$ cat src/sv/caf_pkg.sv
`timescale 1ns / 1ps

package caf_pkg;

  // Table and field sizes.
  localparam int SCAN_ENTRIES = 16;
  localparam int FILTERS      = 3;
  localparam int ID_W         = 29;
  localparam int OCC_W        = 16;
  localparam int CNT_W        = 32;
  localparam int SLOT_W       = (SCAN_ENTRIES > 1) ? $clog2(SCAN_ENTRIES) : 1;
  localparam int USED_W       = $clog2(SCAN_ENTRIES + 1);
  localparam int REG_IDX_W    = 3;

  localparam logic [ID_W-1:0] STD_ID_MASK = ID_W'(11'h7FF);

  // Configuration register indexes.
  localparam logic [REG_IDX_W-1:0] REG_FILTER0_ID   = 3'd0;
  localparam logic [REG_IDX_W-1:0] REG_FILTER0_MASK = 3'd1;
  localparam logic [REG_IDX_W-1:0] REG_FILTER1_ID   = 3'd2;
  localparam logic [REG_IDX_W-1:0] REG_FILTER1_MASK = 3'd3;
  localparam logic [REG_IDX_W-1:0] REG_FILTER2_ID   = 3'd4;
  localparam logic [REG_IDX_W-1:0] REG_FILTER2_MASK = 3'd5;
  localparam logic [REG_IDX_W-1:0] REG_FILTER_COUNT = 3'd6;
  localparam logic [REG_IDX_W-1:0] REG_SCAN_ENABLE  = 3'd7;

  // Scan status codes.
  localparam logic [1:0] SCAN_NONE    = 2'd0;
  localparam logic [1:0] SCAN_COUNTED = 2'd1;
  localparam logic [1:0] SCAN_NEW     = 2'd2;
  localparam logic [1:0] SCAN_DROPPED = 2'd3;

  // Lookup token that travels one cell per cycle along the scan row.
  typedef struct packed {
    logic              valid;
    logic              done;
    logic [ID_W-1:0]   key;
    logic              ext;
    logic [1:0]        status;
    logic [SLOT_W-1:0] slot;
    logic [OCC_W-1:0]  hits;
  } scan_tok_t;

endpackage

$ cat src/sv/caf_scan_cell.sv
`timescale 1ns / 1ps

module caf_scan_cell (
  input  logic                     clk_i,
  input  logic                     rst_ni,
  input  logic [caf_pkg::SLOT_W-1:0] cell_idx_i,
  input  logic [caf_pkg::USED_W-1:0] used_i,
  input  caf_pkg::scan_tok_t       tok_i,
  output caf_pkg::scan_tok_t       tok_o
);
  import caf_pkg::*;

  logic [ID_W-1:0]  ident_q;
  logic             ext_q;
  logic [OCC_W-1:0] occ_q;
  logic [OCC_W-1:0] occ_inc;
  logic             in_use;
  logic             hit;
  logic             append;
  scan_tok_t        tok_d;
  scan_tok_t        tok_q;

  // This cell holds a live entry only below the fill count; the first free
  // cell takes a new pair when no earlier cell claimed the token.
  assign in_use  = USED_W'(cell_idx_i) < used_i;
  assign hit     = tok_i.valid && !tok_i.done && in_use &&
                   (ident_q == tok_i.key) && (ext_q == tok_i.ext);
  assign append  = tok_i.valid && !tok_i.done && (USED_W'(cell_idx_i) == used_i);
  assign occ_inc = occ_q + OCC_W'(1);

  always_comb begin
    tok_d = tok_i;
    if (hit) begin
      tok_d.done   = 1'b1;
      tok_d.status = SCAN_COUNTED;
      tok_d.slot   = cell_idx_i;
      tok_d.hits   = occ_inc;
    end else if (append) begin
      tok_d.done   = 1'b1;
      tok_d.status = SCAN_NEW;
      tok_d.slot   = cell_idx_i;
      tok_d.hits   = OCC_W'(1);
    end
  end

  // Entry storage has no reset; it is only read below the fill count.
  always_ff @(posedge clk_i) begin
    if (hit) begin
      occ_q <= occ_inc;
    end else if (append) begin
      ident_q <= tok_i.key;
      ext_q   <= tok_i.ext;
      occ_q   <= OCC_W'(1);
    end
  end

  // Token register toward the next cell.
  always_ff @(posedge clk_i or negedge rst_ni) begin
    if (!rst_ni) begin
      tok_q <= '0;
    end else begin
      tok_q <= tok_d;
    end
  end

  assign tok_o = tok_q;

endmodule

$ cat src/sv/can_acceptance_filter_id_scanner.sv
`timescale 1ns / 1ps

// CAN identifier acceptance filter and identifier scanner. An item is taken
// when start_i is high and busy_o is low; its result appears on the result
// ports for exactly one cycle with done_o high, and must be captured then.
// A clear command, or a frame while scanning is disabled, gives its result
// in the cycle after it is taken. With scanning enabled the lookup token
// walks the row of SCAN_ENTRIES scan cells one cell per cycle, busy_o stays
// high while it walks, and the result is registered when it leaves the last
// cell. A new item may be started in the cycle that done_o is high.
// Configuration writes are always ready and must only be issued while the
// block is idle.
module can_acceptance_filter_id_scanner (
  input  logic                        clk_i,
  input  logic                        rst_ni,
  input  logic                        start_i,
  output logic                        busy_o,
  input  logic                        command_i,
  input  logic                        is_ext_i,
  input  logic [caf_pkg::ID_W-1:0]    frame_id_i,
  input  logic                        cfg_valid_i,
  output logic                        cfg_ready_o,
  input  logic [caf_pkg::REG_IDX_W-1:0] cfg_index_i,
  input  logic [caf_pkg::ID_W-1:0]    cfg_data_i,
  output logic                        done_o,
  output logic [2:0]                  filter_hits_o,
  output logic                        matched_o,
  output logic [1:0]                  scan_status_o,
  output logic [3:0]                  scan_slot_o,
  output logic [caf_pkg::OCC_W-1:0]   scan_hits_o,
  output logic [caf_pkg::CNT_W-1:0]   frames_seen_o,
  output logic [caf_pkg::CNT_W-1:0]   frames_dispatched_o
);
  import caf_pkg::*;

  localparam logic ST_IDLE = 1'b0;
  localparam logic ST_SCAN = 1'b1;

  logic                state_q;
  logic                done_q;
  logic [ID_W-1:0]     filt_id_q   [FILTERS];
  logic [ID_W-1:0]     filt_mask_q [FILTERS];
  logic [1:0]          filter_count_q;
  logic                scan_en_q;
  logic [USED_W-1:0]   used_q;
  logic [CNT_W-1:0]    rx_total_q;
  logic [CNT_W-1:0]    acc_total_q;
  logic [FILTERS-1:0]  hits_q;
  logic [FILTERS-1:0]  out_hits_q;
  logic [1:0]          out_status_q;
  logic [SLOT_W-1:0]   out_slot_q;
  logic [OCC_W-1:0]    out_occ_q;

  logic                take;
  logic                frame_take;
  logic [ID_W-1:0]     frame_key;
  logic [FILTERS-1:0]  hit_vec;
  scan_tok_t           inject_tok;
  scan_tok_t           tok_chain [SCAN_ENTRIES];

  assign take        = start_i && (state_q == ST_IDLE);
  assign frame_take  = take && !command_i;
  assign cfg_ready_o = 1'b1;
  assign frame_key   = is_ext_i ? frame_id_i : (frame_id_i & STD_ID_MASK);

  // Filter bank: mask zero means exact standard match, otherwise a masked
  // extended match; only filters below filter_count_q can hit.
  always_comb begin
    for (int i = 0; i < FILTERS; i++) begin
      if (filt_mask_q[i] == '0) begin
        hit_vec[i] = !is_ext_i && (filt_id_q[i] == frame_key);
      end else begin
        hit_vec[i] = is_ext_i && (((frame_key ^ filt_id_q[i]) & filt_mask_q[i]) == '0);
      end
      hit_vec[i] = hit_vec[i] && (i < int'(filter_count_q));
    end
  end

  // Token entering the first cell.
  always_comb begin
    inject_tok        = '0;
    inject_tok.valid  = frame_take && scan_en_q;
    inject_tok.key    = frame_key;
    inject_tok.ext    = is_ext_i;
    inject_tok.status = SCAN_NONE;
  end

  // Row of scan cells.
  for (genvar k = 0; k < SCAN_ENTRIES; k++) begin : g_cell
    scan_tok_t tok_in;
    if (k == 0) begin : g_first
      assign tok_in = inject_tok;
    end else begin : g_next
      assign tok_in = tok_chain[k-1];
    end
    caf_scan_cell u_cell (
      .clk_i      (clk_i),
      .rst_ni     (rst_ni),
      .cell_idx_i (SLOT_W'(k)),
      .used_i     (used_q),
      .tok_i      (tok_in),
      .tok_o      (tok_chain[k])
    );
  end

  // Configuration registers.
  always_ff @(posedge clk_i or negedge rst_ni) begin
    if (!rst_ni) begin
      for (int i = 0; i < FILTERS; i++) begin
        filt_id_q[i]   <= '0;
        filt_mask_q[i] <= '0;
      end
      filter_count_q <= '0;
      scan_en_q      <= 1'b0;
    end else if (cfg_valid_i && cfg_ready_o) begin
      case (cfg_index_i)
        REG_FILTER0_ID:   filt_id_q[0]   <= cfg_data_i;
        REG_FILTER0_MASK: filt_mask_q[0] <= cfg_data_i;
        REG_FILTER1_ID:   filt_id_q[1]   <= cfg_data_i;
        REG_FILTER1_MASK: filt_mask_q[1] <= cfg_data_i;
        REG_FILTER2_ID:   filt_id_q[2]   <= cfg_data_i;
        REG_FILTER2_MASK: filt_mask_q[2] <= cfg_data_i;
        REG_FILTER_COUNT: filter_count_q <= cfg_data_i[1:0];
        REG_SCAN_ENABLE:  scan_en_q      <= cfg_data_i[0];
        default: ;
      endcase
    end
  end

  // Sequencer, counters and result registers.
  always_ff @(posedge clk_i or negedge rst_ni) begin
    if (!rst_ni) begin
      state_q     <= ST_IDLE;
      done_q      <= 1'b0;
      used_q      <= '0;
      rx_total_q  <= '0;
      acc_total_q <= '0;
    end else begin
      done_q <= 1'b0;
      case (state_q)
        ST_IDLE: begin
          if (take && command_i) begin
            used_q <= '0;
            done_q <= 1'b1;
          end else if (frame_take) begin
            rx_total_q <= rx_total_q + CNT_W'(1);
            if (hit_vec != '0) begin
              acc_total_q <= acc_total_q + CNT_W'(1);
            end
            if (scan_en_q) begin
              state_q <= ST_SCAN;
            end else begin
              done_q <= 1'b1;
            end
          end
        end
        ST_SCAN: begin
          if (tok_chain[SCAN_ENTRIES-1].valid) begin
            state_q <= ST_IDLE;
            done_q  <= 1'b1;
            if (tok_chain[SCAN_ENTRIES-1].status == SCAN_NEW) begin
              used_q <= used_q + USED_W'(1);
            end
          end
        end
        default: state_q <= ST_IDLE;
      endcase
    end
  end

  // Result payload.
  always_ff @(posedge clk_i) begin
    if (take) begin
      hits_q       <= command_i ? '0 : hit_vec;
      out_hits_q   <= command_i ? '0 : hit_vec;
      out_status_q <= SCAN_NONE;
      out_slot_q   <= '0;
      out_occ_q    <= '0;
    end else if ((state_q == ST_SCAN) && tok_chain[SCAN_ENTRIES-1].valid) begin
      out_hits_q <= hits_q;
      if (tok_chain[SCAN_ENTRIES-1].done) begin
        out_status_q <= tok_chain[SCAN_ENTRIES-1].status;
        out_slot_q   <= tok_chain[SCAN_ENTRIES-1].slot;
        out_occ_q    <= tok_chain[SCAN_ENTRIES-1].hits;
      end else begin
        out_status_q <= SCAN_DROPPED;
        out_slot_q   <= '0;
        out_occ_q    <= '0;
      end
    end
  end

  assign busy_o              = (state_q == ST_SCAN);
  assign done_o              = done_q;
  assign filter_hits_o       = 3'(out_hits_q);
  assign matched_o           = (out_hits_q != '0);
  assign scan_status_o       = out_status_q;
  assign scan_slot_o         = 4'(out_slot_q);
  assign scan_hits_o         = out_occ_q;
  assign frames_seen_o       = rx_total_q;
  assign frames_dispatched_o = acc_total_q;

endmodule

$ cat config.mk
export PLATFORM = sky130hd
export DESIGN_NAME = can_acceptance_filter_id_scanner
export DESIGN_NICKNAME = d
export VERILOG_FILES = /design/src/sv/caf_pkg.sv /design/src/sv/caf_scan_cell.sv /design/src/sv/can_acceptance_filter_id_scanner.sv
export SDC_FILE = /design/constraint.sdc
export NUM_CORES = 2
export LEC_CHECK = 0
export ABC_AREA = 1
export BUFFER_PORTS_ARGS = -buffer_cell sky130_fd_sc_hd__buf_2
export CAP_MARGIN = 0
export CORE_ASPECT_RATIO = 1.1
export CORE_MARGIN = 4
export CORE_UTILIZATION = 55
export CTS_CLUSTER_DIAMETER = 100
export DETAILED_ROUTE_END_ITERATION = 8
export PLACE_DENSITY_LB_ADDON = 0.1
export SYNTH_ARGS = -nofsm -noshare
export SYNTH_HDL_FRONTEND = slang
export SYNTH_SLANG_ARGS = --single-unit
$ cat constraint.sdc
create_clock -name clk_i -period 7.6 [get_ports clk_i]
set_clock_uncertainty 0.2 [all_clocks]
set_input_delay 0.38 -clock clk_i [delete_from_list [all_inputs] [get_ports clk_i]]
set_output_delay 0.38 -clock clk_i [all_outputs]
set_load 0.005 [all_outputs]
==> results.py <==
metrics = {
    "sta": {
        "min_period_ns": 4.25,
        "period_share_pct": 55.9,
        "maxSlewViolCount": 0,
        "setup-tns-final_ns": 0,
        "max-slew-margin-rel_pct": 20.3,
        "hold_viol_final": 0,
        "rsz0062_at_grt": "false",
        "max_freq_mhz": 235,
        "setup_viol": 0,
        "tightest_slew_ns": 1.19,
    },
    "route": {
        "dr_total_vias": 51800,
        "drtIter0Drc": 3880,
        "ant_nets": 0,
        "drt-total-wl_mm": 190,
        "vias_per_cell": 5.28,
        "wl_per_cell_um": 19.4,
        "firstDrtPassIters": 6,
        "drc_errors": 0,
    },
    "synth": {
        "yosys_most_used_dff": "dfrtp_1",
        "postSynthAreaPerCell_sq_um": 10.2,
        "synth.area.top_cells": "dfrtp_1 35%, edfxtp_1 29%, nand2_1 8.0%",
        "ys_seq_elements": 1831,
        "syn-num-nets": 7593,
        "netlist_instances": 7505,
        "yosysMostFrequentCell": "nand2_1",
        "synth.distinct_cells": 55,
        "ys_warn_count": 0,
        "ys_seq_area_share_pct": 64.7,
        "synth_top_area_share_pct": 35.0,
        "netlist_top_cells_count": "1618 x nand2_1, 1067 x dfrtp_1, 1002 x inv_1, 742 x edfxtp_1, 704 x nor2_1",
        "syn-cell-area_sq_mm": 0.0764,
        "synth-edff-count": 742,
        "async_flop_share_pct": 58.3,
        "yosys.area.top_type": "dfrtp_1",
    },
    "global_routing": {
        "grt_first_pass_wirelength_mm": 297,
        "antenna_found_initial": 1,
        "grtUsageMet2_pct": 47.2,
        "grt_use_met3_pct": 3.24,
        "grt_pass1_vias": 51900,
        "gr-total-overflow": 0,
        "grt-busiest-layer": "met2",
        "grt_max_degree": 165,
        "gr-usage-all-layers_pct": 26.6,
        "use_met1_pct": 33.5,
    },
    "worst_hold_path": {
        "min_path_type": "in2reg",
    },
    "critical_path": {
        "cp-startpoint": "is_ext_i",
        "crit_arrival_ns": 4.73,
        "r2r_start": "used_q[4]",
        "worstSetupEndpointType": "flop",
        "cp.required_ns": 8.08,
        "cp_common_cell": "nand2_1",
        "crit_type": "in2reg",
        "r2r-end": "g_cell[6].u_cell.tok_o[17]",
        "critPathLaunchType": "input port",
        "cp_slowest_cell": "nand3_2",
        "crit_chain": "dlygate4sd3_1 > buf_2 > buf_4 > nand2_1 > inv_1 > nand2_1 > nand2_1 > nand2_1 > nor2_1 > nand2_1 > nor2_1 > nand3_1 > nand2_1 > nand2_1 > nand3_2 > nand3_2 > nand2_1 > nand2_1",
        "cp-endpoint": "frames_dispatched_o[10]",
        "r2r_cells": 12,
        "path_max_fanout": 46,
        "worst_path_largest_cell_delay_ns": 0.72,
        "ff2ff_setup_slack_ns": 3.54,
    },
    "floorplan": {
        "dieArea_sq_mm": 0.145,
        "die-height_um": 399,
        "rows": 143,
        "die_w_um": 363,
        "pin_count": 160,
        "start_util_pct": 55.3,
        "coreArea_sq_mm": 0.138,
    },
    "cells_and_area": {
        "nNetsFinal": 7929,
        "regArea_sq_mm": 0.0494,
        "multi_input_area_sq_mm": 0.0227,
        "drive_gt1_share_pct": 8.96,
        "syn2layout_area_growth_pct": 12.9,
        "post-route-cell-area_sq_mm": 0.0862,
        "fill_cells": 11400,
        "utilization_pct": 62.4,
    },
    "power": {
        "clkPwrFrac_pct": 41.9,
        "power_frac_seq_pct": 51.4,
        "p_switching_uw": 5220,
        "internal-power_uw": 16400,
        "swShare_pct": 24.2,
        "p_leak_uw": 0.0402,
        "max-vdd-ir-drop_mv": 0.241,
        "power_density_mw_per_mm2": 250,
        "power_frac_comb_pct": 6.7,
    },
    "clock_network": {
        "clk_latency_ns": 0.80,
        "htreeDepth": 4,
        "post_cts_buffers": 0,
        "root_buffer": "clkbuf_16",
        "cts_tree": "yes",
        "cts_buffers": 181,
        "clockBufferDepth": 3,
        "cts.sinks": 1831,
        "cts.reportedPaths.clkPinSlew_ns": 0.06,
    },
    "placed_design": {
        "portBuffers": 158,
        "place_area_sq_mm": 0.0794,
        "place_congestion": 0.966,
        "post-dp-hpwl_mm": 141,
    },
    "job": {
        "cap_violations": 0,
    },
    "run_status": {
        "outcome": "completed",
    },
}
critical path, delay by kind of cell:
kind	cells	cell delay, ns
AND/OR/NAND/NOR	14	2.73
buffers and inverters	4	1.54
how the worst min path moves through the flow:
stage	to	slack [ns]	depth (start not counted)	start
after floorplan	busy_o	-0.12	0	rst_ni
after global placement	g_cell[11].u_cell.tok_o[53]	0.16	0	g_cell[10].u_cell.tok_o[53]
after detailed placement	g_cell[11].u_cell.tok_o[53]	0.16	0	g_cell[10].u_cell.tok_o[53]
after CTS	filter_count_q[1]	0.04	5	cfg_valid_i
after global routing	filter_count_q[1]	0.09	5	cfg_valid_i
final	filter_count_q[1]	0.09	5	cfg_valid_i
what timing repair did:
item	in CTS	in global routing
hold endpoints to repair	323	0
hold buffers	68	0
resized for setup	0	0
registers in the layout, indices dropped and copies added, names as in the netlist, 2 cells and up:
| signal | flops |
|---|---|
| filt_mask_q | 87 |
| scan_status_o | 2 |
| scan_hits_o | 16 |
| used_q | 5 |
| filter_hits_o | 3 |
| frames_seen_o | 32 |
| g_cell.u_cell.occ_q | 256 |
| g_cell.u_cell.tok_o | 819 |
| filter_count_q | 2 |
| hits_q | 3 |
| frames_dispatched_o | 32 |
| scan_slot_o | 4 |
| g_cell.u_cell.ext_q | 16 |
| filt_id_q | 87 |
| g_cell.u_cell.ident_q | 464 |
through the flow:
step / setup WS, ns / total power, uW / hold slack [ns] / std cells
floorplan: 1.54 / 11900 / -0.116 / 7505
global placement: 3.18 / 12700 / 0.159 / 9402
detailed placement: 3.07 / 12700 / 0.161 / 9402
CTS: 3.42 / 21800 / 0.0416 / 9810
global route: 2.98 / 22400 / 0.0930 / 9810
finish: 3.35 / 21600 / 0.0947 / 9812
area by class of cell:
type                       instances  share of cell area (%)
inverter                        1015                    4.42
clock buffer                     262                    6.18
tap                             1812                    2.63
sequential                      1831                    57.3
antenna                            2                 0.00581
clock inverter                    78                   0.880
timing repair buffer             274                    2.21
multi-input combinational       4538                    26.3
cells by family (layout without fill, tap and decap cells):
group	count (synthesis)	after routing	synth area share [%]
AOI/OAI and AO/OA	564	564	4.08
xor gates and xnor gates	407	407	4.67
adders and majority gates	21	21	0.344
buffers and inverters	1136	1629	5.69
DFF	1831	1831	64.7
other	1	3	0.00491
and+or+nand+nor	3545	3545	20.5
cell usage in the layout (no fill, tap or decap), drive strengths merged, types with 14 or more instances in the layout:
| cell type | instances |
|---|---|
| a32o | 20 |
| o22ai | 20 |
| nor4 | 105 |
| xnor2 | 171 |
| or2 | 181 |
| nand2 | 1624 |
| a21oi | 44 |
| nor3b | 26 |
| o21a | 14 |
| inv | 1014 |
| xor2 | 236 |
| ha | 21 |
| edfxtp | 742 |
| dfrtp | 1067 |
| nor3 | 175 |
| buf | 206 |
| clkinv | 63 |
| nand3 | 464 |
| nor2 | 714 |
| dlygate4sd3 | 68 |
| nand3b | 16 |
| clkbuf | 262 |
| nand4 | 219 |
| dfxtp | 22 |
| o21ai | 419 |
power by group through the flow:
stage                     combinational, uW  sequential, uW  clock (uW)
after floorplan                         857           11100           0
after global placement                 1400           11300           0
after detailed placement               1420           11300           0
after CTS                              1450           11100        9240
after global routing                   1630           11100        9640
final                                  1440           11100        9050
metal layers:
metal  share of wire (%)  wire (um)  vias up
met2                  51      97600     1167
met1                  41      77900    25000
met5                   0          0        -
met4                 3.9       7430        0
li1                    -          -    25200
met3                 3.7       7060      341
Note: power is estimated with default switching activity, not from simulation.
